**src/hdl/lzr_pkg.sv**
```systemverilog
`timescale 1ns / 1ps
// Package for the ramp and run decompressor: decode phases, command kinds,
// status codes and the command record passed from the front end to the back end.
// No dependencies.
package lzr_pkg;

	localparam int OFFSET_W = 14;
	localparam int LEN_W = 9;
	localparam int QUEUE_DEPTH = 4;
	localparam int QUEUE_AW = 2;

	localparam logic [1:0] ST_OK = 2'd0;
	localparam logic [1:0] ST_BAD_SIZE = 2'd1;
	localparam logic [1:0] ST_CORRUPT = 2'd2;
	localparam logic [1:0] ST_TRUNCATED = 2'd3;

	typedef enum logic [2:0] {
		PH_HEADER,
		PH_OPCODE,
		PH_LITERAL,
		PH_OPND1,
		PH_OPND2,
		PH_DONE
	} phase_t;

	typedef enum logic [2:0] {
		K_NONE,
		K_LIT,
		K_REP1,
		K_REP2,
		K_RAMP8,
		K_RAMP16,
		K_BREF
	} kind_t;

	typedef struct packed {
		kind_t kind;
		logic [LEN_W-1:0] len;
		logic [OFFSET_W-1:0] offset;
		logic [7:0] lit;
		logic ends;
		logic [1:0] status;
	} cmd_t;

endpackage

```
**src/hdl/lzr_fifo.sv**
```systemverilog
`timescale 1ns / 1ps
// Short queue of command records between the front end and the back end.
// Depends on lzr_pkg.
module lzr_fifo (
	input logic clk,
	input logic arst_n,
	input logic push,
	input lzr_pkg::cmd_t wr_cmd,
	input logic pop,
	output logic full,
	output logic not_empty,
	output lzr_pkg::cmd_t rd_cmd
);

	lzr_pkg::cmd_t slots_q [lzr_pkg::QUEUE_DEPTH];
	logic [lzr_pkg::QUEUE_AW-1:0] wr_ptr_q, rd_ptr_q;
	logic [lzr_pkg::QUEUE_AW:0] count_q;

	assign full = (count_q == (lzr_pkg::QUEUE_AW + 1)'(lzr_pkg::QUEUE_DEPTH));
	assign not_empty = (count_q != '0);
	assign rd_cmd = slots_q[rd_ptr_q];

	always_ff @(posedge clk) begin
		if (push) begin
			slots_q[wr_ptr_q] <= wr_cmd;
		end
	end

	always_ff @(posedge clk or negedge arst_n) begin
		if (!arst_n) begin
			wr_ptr_q <= '0;
			rd_ptr_q <= '0;
			count_q <= '0;
		end else begin
			if (push) begin
				wr_ptr_q <= wr_ptr_q + 1'b1;
			end
			if (pop) begin
				rd_ptr_q <= rd_ptr_q + 1'b1;
			end
			if (push && !pop) begin
				count_q <= count_q + 1'b1;
			end else if (pop && !push) begin
				count_q <= count_q - 1'b1;
			end
		end
	end

endmodule

```
**config.mk**
```make
export PLATFORM = sky130hd
export DESIGN_NAME = lzr_fifo
export DESIGN_NICKNAME = d
export VERILOG_FILES = /design/src/hdl/lzr_pkg.sv /design/src/hdl/lzr_fifo.sv
export SDC_FILE = /design/constraint.sdc
export NUM_CORES = 1
export LEC_CHECK = 0
export BUFFER_PORTS_ARGS = -buffer_cell sky130_fd_sc_hd__clkbuf_2
export CAP_MARGIN = 10
export CELL_PAD_IN_SITES_DETAIL_PLACEMENT = 0
export CELL_PAD_IN_SITES_GLOBAL_PLACEMENT = 2
export CORE_MARGIN = 2
export CORE_UTILIZATION = 45
export DETAILED_ROUTE_END_ITERATION = 10
export GPL_TIMING_DRIVEN = 0
export PLACE_DENSITY_LB_ADDON = 0.1
export SLEW_MARGIN = 5
export SYNTH_ARGS = -nofsm -noshare
export SYNTH_HDL_FRONTEND = slang
export SYNTH_SLANG_ARGS = --single-unit
export TNS_END_PERCENT = 1
```
**constraint.sdc**
```tcl
create_clock -name clk -period 3 [get_ports clk]
set_input_delay 0.45 -clock clk [delete_from_list [all_inputs] [get_ports clk]]
set_output_delay 0.45 -clock clk [all_outputs]
set_load 0.1 [all_outputs]
```
==> impl_metrics.toml <==
[hold_path]
hp-class = "in -> reg"

[place]
numPortBuffers = 79
dp.cells = 482
hpwl_um = 5860
place_congestion = 0.632
place_area_um2 = 6430

[die]
die_h_um = 117
coreArea_um2 = 12500
die_w_um = 117
io_pins = 80
rows = 41
start_util = 0.457
dieArea_um2 = 13600

[setup_path]
path_class = "reg -> out"
reg2reg_depth = 4
arrival_ns = 2.11
r2r_start = "wr_ptr_q[0]"
r2r_end = "slots_q[0][34]"
required_ns = 2.55
max_stage_delay_ns = 0.39
cp_slowest_cell = "clkbuf_2"
reg2reg_slack_ns = 1.36
crit_path_cell_trace = "buf_2 > buf_2 > mux4_2 > clkbuf_2"
endpoint = "rd_cmd[6]"
critPathMaxFanout = 10
crit_start = "rd_ptr_q[1]"
timing.critical_path.mode_cell = "buf_2"
worst_setup_path_start_kind = "register"
cp-end-kind = "output port"

[timing]
skew_ns = 0.00376
fmax_mhz = 390
rsz0062_at_grt = "false"
setup_violations = 0
finalMaxSlewViolations = 0
max_slew.worst_pin.slew_ns = 0.675
min_period_ns = 2.56
post-route-period-util = 0.855
slew_headroom = 0.550
hold_viol = 0
setup-tns-final_ns = 0

[route]
drc_errors = 0
viasPerCell = 4.92
antenna_left = 0
wl_um = 9370
first_pass_iters = 4
first_iter_violations = 137
num_vias = 2532
wire_per_inst_um = 18.2

[clocking]
clkSinkCount = 155
cts_tree = "built"
max-clock-path-buffers = 2
numCtsBuffers = 17
cts.root.buffer_cell = "clkbuf_16"
post_cts_resized = 0
clk_latency_ns = 0.41
clk_pin_slew_ns = 0.06
cts.htree.levels = 4

[finish]
area_growth_pct = 22.3
final_util = 0.559
final_common_cell = "edfxtp_1"
finalInstanceArea_um2 = 7000
nets = 377
drive_above_1_share = 0.458
final_cell_mix = "edfxtp_1 (148), clkbuf_2 (79), mux4_2 (37)"
fin_cells = 515
fillers = 1013
num_antenna_cells = 0

[logic_synthesis]
synthCells = 227
yosysWarnings = 0
synth_top_family_by_area = "multiplexers"
synth.top_cells.by_area = "edfxtp_1 (78%), mux4_2 (15%), dfrtp_1 (3.1%)"
synth-compound-area-share = 0.000874
synthAdderAreaFrac = 0.0144
synthesis.nets = 274
yosys.area_share.simple = 0.00874
muxShareOfSynthArea = 0.148
netlist.area_leader.share = 0.776
synth-xor-area-share = 0.00918
synth_seq_cells = 155
syn_area_um2 = 5730
synth_top_area_cell = "edfxtp_1"
yosysSeqAreaShare = 0.807
synthDistinctLibCells = 19
avgSynthCellArea_um2 = 25.2

[grt]
grt_use_total = 0.151
overflow = 0
grt_pass1_wl_um = 14400
grt_pass1_vias = 2643
grt_max_degree = 28
grt_antenna_before_repair = 0

[run_status]
outcome = "completed"

[flow_run]
max_cap_violations = 0
per-layer routing:
metal	wire length [um]	vias to the layer above	track usage
li1	-	1165	-
met1	4160	1280	0.195
met2	4510	73	0.237
met3	530	14	0.0469
met4	160	0	0.0698
met5	0	-	0
how the worst min path moves through the flow:
stage	from	depth (start not counted)	slack, ns	endpoint
floorplan	arst_n	0	0.15	count_q[0]
global placement	arst_n	1	0.31	count_q[2]
detailed placement	arst_n	1	0.30	count_q[2]
CTS	wr_cmd[21]	1	0.23	slots_q[0][21]
global route	wr_cmd[20]	1	0.24	slots_q[0][20]
finish	wr_cmd[21]	1	0.25	slots_q[2][21]
flip-flops by register name, summed over array words and instances (netlist names):
register	flops
count_q	3
wr_ptr_q	2
slots_q	148
rd_ptr_q	2
area by class of cell:
class,instances,area [um^2],share of cell area
repair buffers,84,485,0.0693
multi-input cells,60,1040,0.149
clock inverters,12,129,0.0184
clock buffers,20,437,0.0624
inverters,4,15.0,0.00214
plain buffers,8,56.3,0.00804
well taps,172,215,0.0307
flip-flops and latches,155,4620,0.660
kinds of logic after synthesis:
logic type,count (synthesis)
multiplexers,38
AO/OA/AOI/OAI,1
flip-flops,155
adder cells (fa/ha/maj),6
buffers and inverters,12
XOR/XNOR,6
AND/OR/NAND/NOR,9
timing repair:
action | 4_1_cts | 5_1_grt
setup buffers | 0 | 0
hold buffers | 1 | 0
hold endpoints to repair | 7 | 0
cells in the mapped netlist, drive strengths merged:
cell type,count
and2,4
buf,7
clkbuf,1
dfrtp,7
edfxtp,148
fa,1
ha,5
inv,4
mux2,1
mux4,37
nand2,2
nor2,1
nor3b,1
o21ai,1
or3,1
xnor2,2
xor2,4
per-stage QoR:
step,setup slack [ns],hold slack [ns]
final,0.435,0.252
after global routing,0.307,0.243
after CTS,0.350,0.230
after detailed placement,0.805,0.297
after global placement,0.257,0.306
after floorplan,0.889,0.154
critical path, delay by kind of cell (launching register included):
kind	cells	cell delay, ns
muxes	1	0.38
buffers and inverters	3	0.99
DFF	1	0.33
Power is not shown: default switching activity piles up to over one toggle a cycle in this logic, so the estimate is an artifact.
