**src/hdl/lzr_pkg.sv**
```systemverilog
`timescale 1ns / 1ps
// Package for the ramp and run decompressor: decode phases, command kinds,
// status codes and the command record passed from the front end to the back end.
// No dependencies.
package lzr_pkg;

	localparam int OFFSET_W = 14;
	localparam int LEN_W = 9;
	localparam int QUEUE_DEPTH = 4;
	localparam int QUEUE_AW = 2;

	localparam logic [1:0] ST_OK = 2'd0;
	localparam logic [1:0] ST_BAD_SIZE = 2'd1;
	localparam logic [1:0] ST_CORRUPT = 2'd2;
	localparam logic [1:0] ST_TRUNCATED = 2'd3;

	typedef enum logic [2:0] {
		PH_HEADER,
		PH_OPCODE,
		PH_LITERAL,
		PH_OPND1,
		PH_OPND2,
		PH_DONE
	} phase_t;

	typedef enum logic [2:0] {
		K_NONE,
		K_LIT,
		K_REP1,
		K_REP2,
		K_RAMP8,
		K_RAMP16,
		K_BREF
	} kind_t;

	typedef struct packed {
		kind_t kind;
		logic [LEN_W-1:0] len;
		logic [OFFSET_W-1:0] offset;
		logic [7:0] lit;
		logic ends;
		logic [1:0] status;
	} cmd_t;

endpackage

```
**src/hdl/lzr_front.sv**
```systemverilog
`timescale 1ns / 1ps
// Front end: takes compressed bytes, parses the header and the opcodes,
// checks every command against the declared size and pushes command records.
// Depends on lzr_pkg.
module lzr_front (
	input logic clk,
	input logic arst_n,
	input logic take,
	input logic [7:0] in_byte,
	input logic in_last,
	input logic [31:0] max_size,
	output logic push,
	output lzr_pkg::cmd_t cmd
);

	lzr_pkg::phase_t phase_q, phase_d;
	logic [1:0] hdr_idx_q, hdr_idx_d;
	logic [31:0] remain_q, remain_d;
	logic [31:0] outcnt_q, outcnt_d;
	logic [7:0] pend_op_q, pend_op_d;
	logic [7:0] pend_opnd_q, pend_opnd_d;
	logic [5:0] lit_left_q, lit_left_d;

	always_ff @(posedge clk or negedge arst_n) begin
		if (!arst_n) begin
			phase_q <= lzr_pkg::PH_HEADER;
			hdr_idx_q <= '0;
			remain_q <= '0;
			outcnt_q <= '0;
			pend_op_q <= '0;
			pend_opnd_q <= '0;
			lit_left_q <= '0;
		end else if (take) begin
			phase_q <= phase_d;
			hdr_idx_q <= hdr_idx_d;
			remain_q <= remain_d;
			outcnt_q <= outcnt_d;
			pend_op_q <= pend_op_d;
			pend_opnd_q <= pend_opnd_d;
			lit_left_q <= lit_left_d;
		end
	end

	always_comb begin
		logic end_req;
		logic [1:0] end_code;
		logic do_cmd;
		logic cmpl;
		logic do_bref;
		logic [lzr_pkg::OFFSET_W-1:0] bref_off;
		logic [lzr_pkg::LEN_W-1:0] bref_len;
		logic [31:0] size_v;
		logic [lzr_pkg::LEN_W-1:0] n;

		phase_d = phase_q;
		hdr_idx_d = hdr_idx_q;
		remain_d = remain_q;
		outcnt_d = outcnt_q;
		pend_op_d = pend_op_q;
		pend_opnd_d = pend_opnd_q;
		lit_left_d = lit_left_q;
		end_req = 1'b0;
		end_code = lzr_pkg::ST_OK;
		do_cmd = 1'b0;
		cmpl = 1'b0;
		do_bref = 1'b0;
		bref_off = '0;
		bref_len = '0;
		size_v = remain_q;
		n = '0;
		cmd = '0;
		cmd.kind = lzr_pkg::K_NONE;
		cmd.lit = in_byte;

		unique case (phase_q)
			lzr_pkg::PH_HEADER: begin
				unique case (hdr_idx_q)
					2'd0: size_v = {remain_q[31:8], in_byte};
					2'd1: size_v = {remain_q[31:16], in_byte, remain_q[7:0]};
					2'd2: size_v = {remain_q[31:24], in_byte, remain_q[15:0]};
					default: size_v = {in_byte, remain_q[23:0]};
				endcase
				remain_d = size_v;
				hdr_idx_d = hdr_idx_q + 2'd1;
				if (hdr_idx_q == 2'd3) begin
					phase_d = lzr_pkg::PH_OPCODE;
					if (in_last) begin
						end_req = 1'b1;
						end_code = lzr_pkg::ST_TRUNCATED;
					end else if (size_v == 32'd0 || size_v > max_size) begin
						end_req = 1'b1;
						end_code = lzr_pkg::ST_BAD_SIZE;
					end
				end else if (in_last) begin
					end_req = 1'b1;
					end_code = lzr_pkg::ST_TRUNCATED;
				end
			end
			lzr_pkg::PH_OPCODE: begin
				if (in_byte == 8'h00) begin
					end_req = 1'b1;
					end_code = (remain_q == 32'd0) ? lzr_pkg::ST_OK : lzr_pkg::ST_CORRUPT;
				end else if (in_byte <= 8'h3f) begin
					if ({24'd0, in_byte} > remain_q) begin
						end_req = 1'b1;
						end_code = lzr_pkg::ST_CORRUPT;
					end else begin
						lit_left_d = in_byte[5:0];
						phase_d = lzr_pkg::PH_LITERAL;
						if (in_last) begin
							end_req = 1'b1;
							end_code = lzr_pkg::ST_TRUNCATED;
						end
					end
				end else if (in_byte <= 8'h4f || (in_byte >= 8'h60 && in_byte <= 8'h6f)) begin
					n = {5'd0, in_byte[3:0]} + 9'd3;
					if (outcnt_q < ((in_byte <= 8'h4f) ? 32'd2 : 32'd1)
							|| {23'd0, n} > remain_q) begin
						end_req = 1'b1;
						end_code = lzr_pkg::ST_CORRUPT;
					end else begin
						do_cmd = 1'b1;
						cmpl = 1'b1;
						cmd.kind = (in_byte <= 8'h4f) ? lzr_pkg::K_RAMP8 : lzr_pkg::K_REP1;
						cmd.len = n;
					end
				end else if (in_byte <= 8'h7f) begin
					n = {5'd0, in_byte[3:0]} + 9'd2;
					if (outcnt_q < ((in_byte <= 8'h5f) ? 32'd4 : 32'd2)
							|| {23'd0, n} > (remain_q >> 1)) begin
						end_req = 1'b1;
						end_code = lzr_pkg::ST_CORRUPT;
					end else begin
						do_cmd = 1'b1;
						cmpl = 1'b1;
						cmd.kind = (in_byte <= 8'h5f) ? lzr_pkg::K_RAMP16 : lzr_pkg::K_REP2;
						cmd.len = {n[lzr_pkg::LEN_W-2:0], 1'b0};
					end
				end else if (in_byte <= 8'hbf) begin
					do_bref = 1'b1;
					bref_off = {8'd0, in_byte[5:0]} + 14'd3;
					bref_len = 9'd3;
				end else begin
					pend_op_d = in_byte;
					phase_d = lzr_pkg::PH_OPND1;
					if (in_last) begin
						end_req = 1'b1;
						end_code = lzr_pkg::ST_TRUNCATED;
					end
				end
			end
			lzr_pkg::PH_LITERAL: begin
				do_cmd = 1'b1;
				cmd.kind = lzr_pkg::K_LIT;
				cmd.len = 9'd1;
				lit_left_d = lit_left_q - 6'd1;
				if (lit_left_q == 6'd1) begin
					cmpl = 1'b1;
				end else if (in_last) begin
					end_req = 1'b1;
					end_code = lzr_pkg::ST_TRUNCATED;
				end
			end
			lzr_pkg::PH_OPND1: begin
				pend_opnd_d = in_byte;
				if (pend_op_q >= 8'he0) begin
					phase_d = lzr_pkg::PH_OPND2;
					if (in_last) begin
						end_req = 1'b1;
						end_code = lzr_pkg::ST_TRUNCATED;
					end
				end else begin
					phase_d = lzr_pkg::PH_OPCODE;
					do_bref = 1'b1;
					bref_off = {4'd0, pend_op_q[1:0], in_byte} + 14'd3;
					bref_len = {6'd0, pend_op_q[4:2]} + 9'd4;
				end
			end
			lzr_pkg::PH_OPND2: begin
				phase_d = lzr_pkg::PH_OPCODE;
				do_bref = 1'b1;
				bref_off = {1'b0, pend_op_q[4:0], pend_opnd_q} + 14'd3;
				bref_len = {1'b0, in_byte} + 9'd5;
			end
			default: begin
			end
		endcase

		if (do_bref) begin
			if ({18'd0, bref_off} > outcnt_q || {23'd0, bref_len} > remain_q) begin
				end_req = 1'b1;
				end_code = lzr_pkg::ST_CORRUPT;
			end else begin
				do_cmd = 1'b1;
				cmpl = 1'b1;
				cmd.kind = lzr_pkg::K_BREF;
				cmd.len = bref_len;
				cmd.offset = bref_off;
			end
		end

		if (do_cmd) begin
			outcnt_d = outcnt_q + {23'd0, cmd.len};
			remain_d = remain_q - {23'd0, cmd.len};
			if (cmpl) begin
				phase_d = lzr_pkg::PH_OPCODE;
				if (remain_q == {23'd0, cmd.len}) begin
					end_req = 1'b1;
					end_code = lzr_pkg::ST_OK;
				end else if (in_last) begin
					end_req = 1'b1;
					end_code = lzr_pkg::ST_TRUNCATED;
				end
			end
		end

		if (end_req) begin
			phase_d = lzr_pkg::PH_DONE;
			cmd.ends = 1'b1;
			cmd.status = end_code;
		end

		push = take && (do_cmd || end_req);
	end

endmodule

```
**config.mk**
```make
export PLATFORM = sky130hd
export DESIGN_NAME = lzr_front
export DESIGN_NICKNAME = d
export VERILOG_FILES = /design/src/hdl/lzr_pkg.sv /design/src/hdl/lzr_front.sv
export SDC_FILE = /design/constraint.sdc
export NUM_CORES = 1
export LEC_CHECK = 0
export BUFFER_PORTS_ARGS = -buffer_cell sky130_fd_sc_hd__buf_2
export CELL_PAD_IN_SITES_DETAIL_PLACEMENT = 0
export CELL_PAD_IN_SITES_GLOBAL_PLACEMENT = 2
export CORE_MARGIN = 3
export CORE_UTILIZATION = 37
export CTS_CLUSTER_DIAMETER = 200
export CTS_CLUSTER_SIZE = 20
export DETAILED_ROUTE_END_ITERATION = 10
export PLACE_DENSITY_LB_ADDON = 0.1
export SLEW_MARGIN = 20
export SYNTH_ARGS = -nofsm -noshare
export SYNTH_HDL_FRONTEND = slang
export SYNTH_SLANG_ARGS = --single-unit
```
**constraint.sdc**
```tcl
create_clock -name clk -period 6.83 [get_ports clk]
set_input_delay 0.683 -clock clk [delete_from_list [all_inputs] [get_ports clk]]
set_output_delay 0.683 -clock clk [all_outputs]
set_load 0.01 [all_outputs]
```
==> results.cfg, run 1 <==
[status]
outcome = completed

[power_and_ir_drop]
clkPwrFrac = 0.141
ir_drop_mv = 0.142
swShare = 0.514
p_sw_mw = 1.91
leakagePower_nw = 4.89
powerDensity_nw_per_um2 = 358
internal_power_mw = 1.81
p_total_mw = 3.72
combPwrFrac = 0.612
pwr-share-seq = 0.247

[place]
dp_hpwl_um = 26600
postPlaceCellArea_sq_um = 10100
port_buffers = 81
routabilityCongestion = 0.898

[yosys]
synth_warnings = 0
syn_nets = 1336
synth-async-reset-ratio = 1.00
synth_top_cells_by_count = nand2_1 (119), inv_1 (108), ha_1 (105)
synth_cell_type_count = 83
yosysTopAreaCell = dfrtp_1
syn_avg_cell_area_sq_um = 7.84
syn-instance-count = 1185
ys_ff_latch = 91
synth_flop_cell = dfrtp_1
synth_area_sq_um = 9290
post-synth-top-count-cell = nand2_1
ys_seq_area_frac = 0.245
synth_edf_count = 0
synth_top_area_share = 0.245
synth.area.top_cells = dfrtp_1 (25%), ha_1 (14%), nand2_1 (4.8%)

[cts]
max-clock-path-buffers = 2
htreeDepth = 3
post_cts_resized = 0
clkTransAtPathRegs_ps = 80
clock_latency_ps = 370
cts.sinks = 91
ctsRootBufferMaster = clkbuf_16
ctsHoldBuffers = 0
numCtsBuffers = 9
cts_setup_buffers = 0
cts_tree = yes

[floorplanning]
die_width_um = 164
num_rows = 57
die_h_um = 164
initial_core_util = 0.380
die-area_sq_um = 27000
io_pins = 82
coreArea_sq_um = 24500

[layout]
final_cell_area_sq_um = 10400
area_delta_synth_final_pct = 11.9
num-nets-final = 1397
drive_gt1_frac = 0.137

[setup_path]
crit_buf_inv = 1
end_kind = output port
slowest_delay_ps = 560
worstPathCellList = or3b_2 -> nor3_1 -> nor2_1 -> o22ai_1 -> ha_1 -> a21oi_1 -> o21ai_0 -> o2bb2ai_1 -> a211oi_1 -> o211a_2 -> nand2_1 -> ha_1 -> nand3_1 -> nor3_1 -> and3_4 -> a31oi_1 -> buf_2
crit_required_ps = 6150
cp_slowest_cell = or3b_2
criticalPathCategory = flop to output port
crit_arrival_ps = 5590
crit_family = simple AND/OR/NAND/NOR gates
start_kind = flop
critical_path.max_fanout = 13

[grt]
grt_max_degree = 60
top_usage_layer = met1
grt_pass1_wl_um = 53200
use_met1 = 0.391
antenna_found_initial = 2
overflow = 0
grtUsageMet2 = 0.367
grt_pass1_vias = 8797
grtUsageTotal = 0.258
grtUsageMet3 = 0.0647

[sta]
finalSetupViolCount = 0
max_freq_ghz = 0.160
tns_ps = 0
post-route-period-util = 0.918
rsz0062_at_grt = false
tightest_slew_ps = 1090
hold_viol_final = 0
min_period_ps = 6270
fin_worst_skew_ps = 16.6
slew_headroom = 0.273
drv_slew = 0

[drt]
dr.pass1.iters = 6
avgViaCountPerCell = 5.82
wl_um = 34400
drt_iter0_drc = 1015
drc_errors = 0
final_antenna_net_count = 0
num_vias = 9181
wl_per_cell_um = 21.8

[job]
cap_violations = 0

[min_path]
hp-class = input pin to asynchronous set/reset pin
[stage by stage]
| stage | hold slack (ps) | setup slack (ps) | util | cells |
|---|---|---|---|---|
| 3_5_place_dp | 458 | 288 | 0.412 | 1559 |
| 6_report | 252 | 561 | 0.425 | 1577 |
| 5_1_grt | 277 | 16.1 | 0.425 | 1576 |
| 3_3_place_gp | 455 | 331 | 0.412 | 1559 |
| 2_1_floorplan | 387 | 888 | - | 1185 |
| 4_1_cts | 262 | 606 | 0.424 | 1575 |
[layout make-up]
cell class	count	area (sq um)
fillers	2630	14100
multi-input cells	918	6320
flip-flops and latches	91	2280
repair buffers	117	678
inverters	109	409
well taps	324	405
clock buffers	9	225
clock inverters	7	68.8
diodes	2	5.00
[cell families after synthesis]
logic type	share of synthesized area
adder cells (fa/ha/maj)	0.146
buffers and inverters	0.0763
AND/OR/NAND/NOR	0.244
AO/OA/AOI/OAI	0.223
multiplexers	0.0133
flip-flops	0.245
XOR/XNOR	0.0519
[final timing paths]
path,slack (ps),end,start,depth (start not counted)
worst min-delay path,250,remain_q[21],arst_n,1
worst max-delay path,560,cmd[1],phase_q[0],17
worst max register to register,560,remain_q[14],pend_opnd_q[0],24
min in group clk,470,pend_op_q[6],pend_op_q[6],1
worst min register to register,470,pend_op_q[6],pend_op_q[6],1
max in group asynchronous,5380,outcnt_q[19],arst_n,2
[flip-flops by register name (all words and copies together) (netlist names)]
signal,cells
lit_left_q,6
outcnt_q,32
pend_op_q,8
phase_q,3
hdr_idx_q,2
pend_opnd_q,8
remain_q,32
[per-layer routing]
layer | up-vias | wire length (um)
li1 | 4451 | -
met1 | 4345 | 16900
met2 | 351 | 14100
met3 | 34 | 2940
met4 | 0 | 439
met5 | - | 0
[layout by cell type (no fill, tap or decap), types with 23 or more instances in the layout]
cell type and count:
inv_1 108, nand2_1 119, nand3_1 33, ha_1 105
o22ai_1 25, xnor2_1 26, dfrtp_1 91, xor2_1 29
nor4_1 31, o21ai_0 54, buf_2 80, a21oi_1 63
nor3_1 46, nand4_1 23, nor2_1 77, buf_4 37
a22o_1 31
[power by group through the flow]
stage	Combinational, mW	Sequential, mW	Clock [mW]
floorplan	1.61	0.824	0
global placement	2.25	0.921	0
detailed placement	2.24	0.920	0
CTS	2.26	0.911	0.531
global route	2.55	0.945	0.555
finish	2.27	0.917	0.526
No activity file was read; power rests on OpenSTA's default activity.
==> run 2, diff against run 1 <==
CAP_MARGIN = 40   (was unset)
CORE_ASPECT_RATIO = 0.9   (was unset)
==> run 2 against run 1 <==
Critical endpoint is now cmd[0]. Non-clock buffer count decreased by 1. Largest cell class unchanged. Final cell count rose by 0.57%. First-iteration DRC count decreased by 25%.
==> results.cfg, run 2 (same netlist as run 1, synthesis figures left out) <==
[cts]
cts.sinks = 91
ctsRootBufferMaster = clkbuf_16
clock_latency_ps = 370
cts_tree = yes
htreeDepth = 3
max-clock-path-buffers = 2
ctsHoldBuffers = 0
clkTransAtPathRegs_ps = 80
numCtsBuffers = 9

[sta]
rsz0062_at_grt = false
tns_ps = 0
slew_headroom = 0.431
hold_ws_ps = 344
fin_worst_skew_ps = 22.7
hold_viol_final = 0
min_period_ps = 6370
finalSetupViolCount = 0
tightest_slew_ps = 842
post-route-period-util = 0.932
max_freq_ghz = 0.157
drv_slew = 0

[grt]
grt_max_degree = 51
grtUsageTotal = 0.249
grt_pass1_wl_um = 52800
antenna_found_initial = 0
overflow = 0
grt_pass1_vias = 8673

[drt]
final_antenna_net_count = 0
num_vias = 9238
wl_per_cell_um = 21.6
wl_um = 34300
drc_errors = 0
drt_iter0_drc = 763
avgViaCountPerCell = 5.82
dr.pass1.iters = 5

[layout]
layout_commonest_cell = nand2_1
num-nets-final = 1396
reg.largest.list = outcnt_q x32, remain_q x32
fillers = 2577
area_delta_synth_final_pct = 12.3
stdcell_count = 1586
final_cell_mix = nand2_1 (119), inv_1 (108), ha_1 (105)
fin_util = 0.426
num_antenna_cells = 0
drive_gt1_frac = 0.138

[power_and_ir_drop]
powerDensity_nw_per_um2 = 357
clkPwrFrac = 0.147
pwr-share-seq = 0.249
combPwrFrac = 0.605
p_sw_mw = 1.90
internal_power_mw = 1.82
swShare = 0.511
p_total_mw = 3.72
leakagePower_nw = 4.90
ir_drop_mv = 0.137

[place]
port_buffers = 81
routabilityCongestion = 0.928
dp_hpwl_um = 26600
dp.cells = 1569

[setup_path]
crit_required_ps = 6150
start_kind = flop
criticalPathCategory = flop to output port
critical_path.max_fanout = 14
r2r-start = phase_q[1]
end_kind = output port
reg2reg_slack_ps = 560
crit_arrival_ps = 5680
ff2ff_path_depth = 22
startpoint = phase_q[1]

[min_path]
hp-class = input pin to asynchronous set/reset pin

[floorplanning]
io_pins = 82
initial_core_util = 0.380
die_width_um = 173
die_h_um = 156
coreArea_sq_um = 24500
num_rows = 54
die-area_sq_um = 27000

[status]
outcome = completed

[job]
cap_violations = 0
==> run 2: cell count changes in the layout (fill, tap and decap cells not counted), moves of 2 or more <==
cell and delta:
buf_4 -4, clkinv_8 +3, clkinvlp_4 -2, diode_2 -2
==> run 2: per-stage QoR <==
stage	worst slack (ps)	cell area (sq um)
2_1_floorplan	888	9290
3_3_place_gp	508	10100
3_5_place_dp	252	10100
4_1_cts	389	10400
5_1_grt	64.9	10400
6_report	464	10400
==> run 2: final cells by class <==
type / instances / area (sq um) / area share
clock buffer: 9 / 225 / 0.0216
inverter: 109 / 409 / 0.0392
sequential: 91 / 2280 / 0.219
clock inverter: 7 / 91.3 / 0.00876
multi-input combinational: 918 / 6320 / 0.606
tap: 336 / 420 / 0.0403
timing repair buffer: 116 / 679 / 0.0652
==> run 2: path summary, 6_finish.rpt <==
check	to
max in group asynchronous	remain_q[22]
worst min register to register	pend_op_q[6]
worst min-delay path	lit_left_q[3]
worst max-delay path	cmd[0]
worst max register to register	remain_q[23]
min in group clk	pend_op_q[6]
==> run 2: repair_timing <==
action | in CTS | in global routing
gates resized for setup | 0 | 2
setup buffers | 0 | 0
setup endpoints to repair | 0 | 3
==> run 2: critical path, cell delays in order (launching register included) <==
cell and delay, ps:
dfrtp_1 540, or3b_2 610, nor3_1 340, nor2_1 220
o22ai_1 300, ha_1 310, a21oi_1 160, o21ai_0 90
o2bb2ai_1 130, a211oi_1 380, o211a_2 410, a22o_1 360
inv_1 80, ha_1 340, nand2_1 70, nor3_1 420
and3_4 290, a21oi_1 50, buf_2 190
==> run 2: power by group through the flow <==
| stage | clock [mW] | combinational, mW | sequential (mW) |
|---|---|---|---|
| floorplan | 0 | 1.61 | 0.824 |
| global placement | 0 | 2.21 | 0.927 |
| detailed placement | 0 | 2.21 | 0.929 |
| CTS | 0.563 | 2.23 | 0.919 |
| global route | 0.577 | 2.50 | 0.949 |
| finish | 0.546 | 2.25 | 0.925 |
==> run 2: routing by layer <==
layer | track usage | up-vias | part of all wire
met5 | 0 | - | 0
met4 | 0.0394 | 0 | 0.011
met3 | 0.0415 | 32 | 0.069
met2 | 0.368 | 333 | 0.42
met1 | 0.384 | 4427 | 0.50
li1 | - | 4446 | -
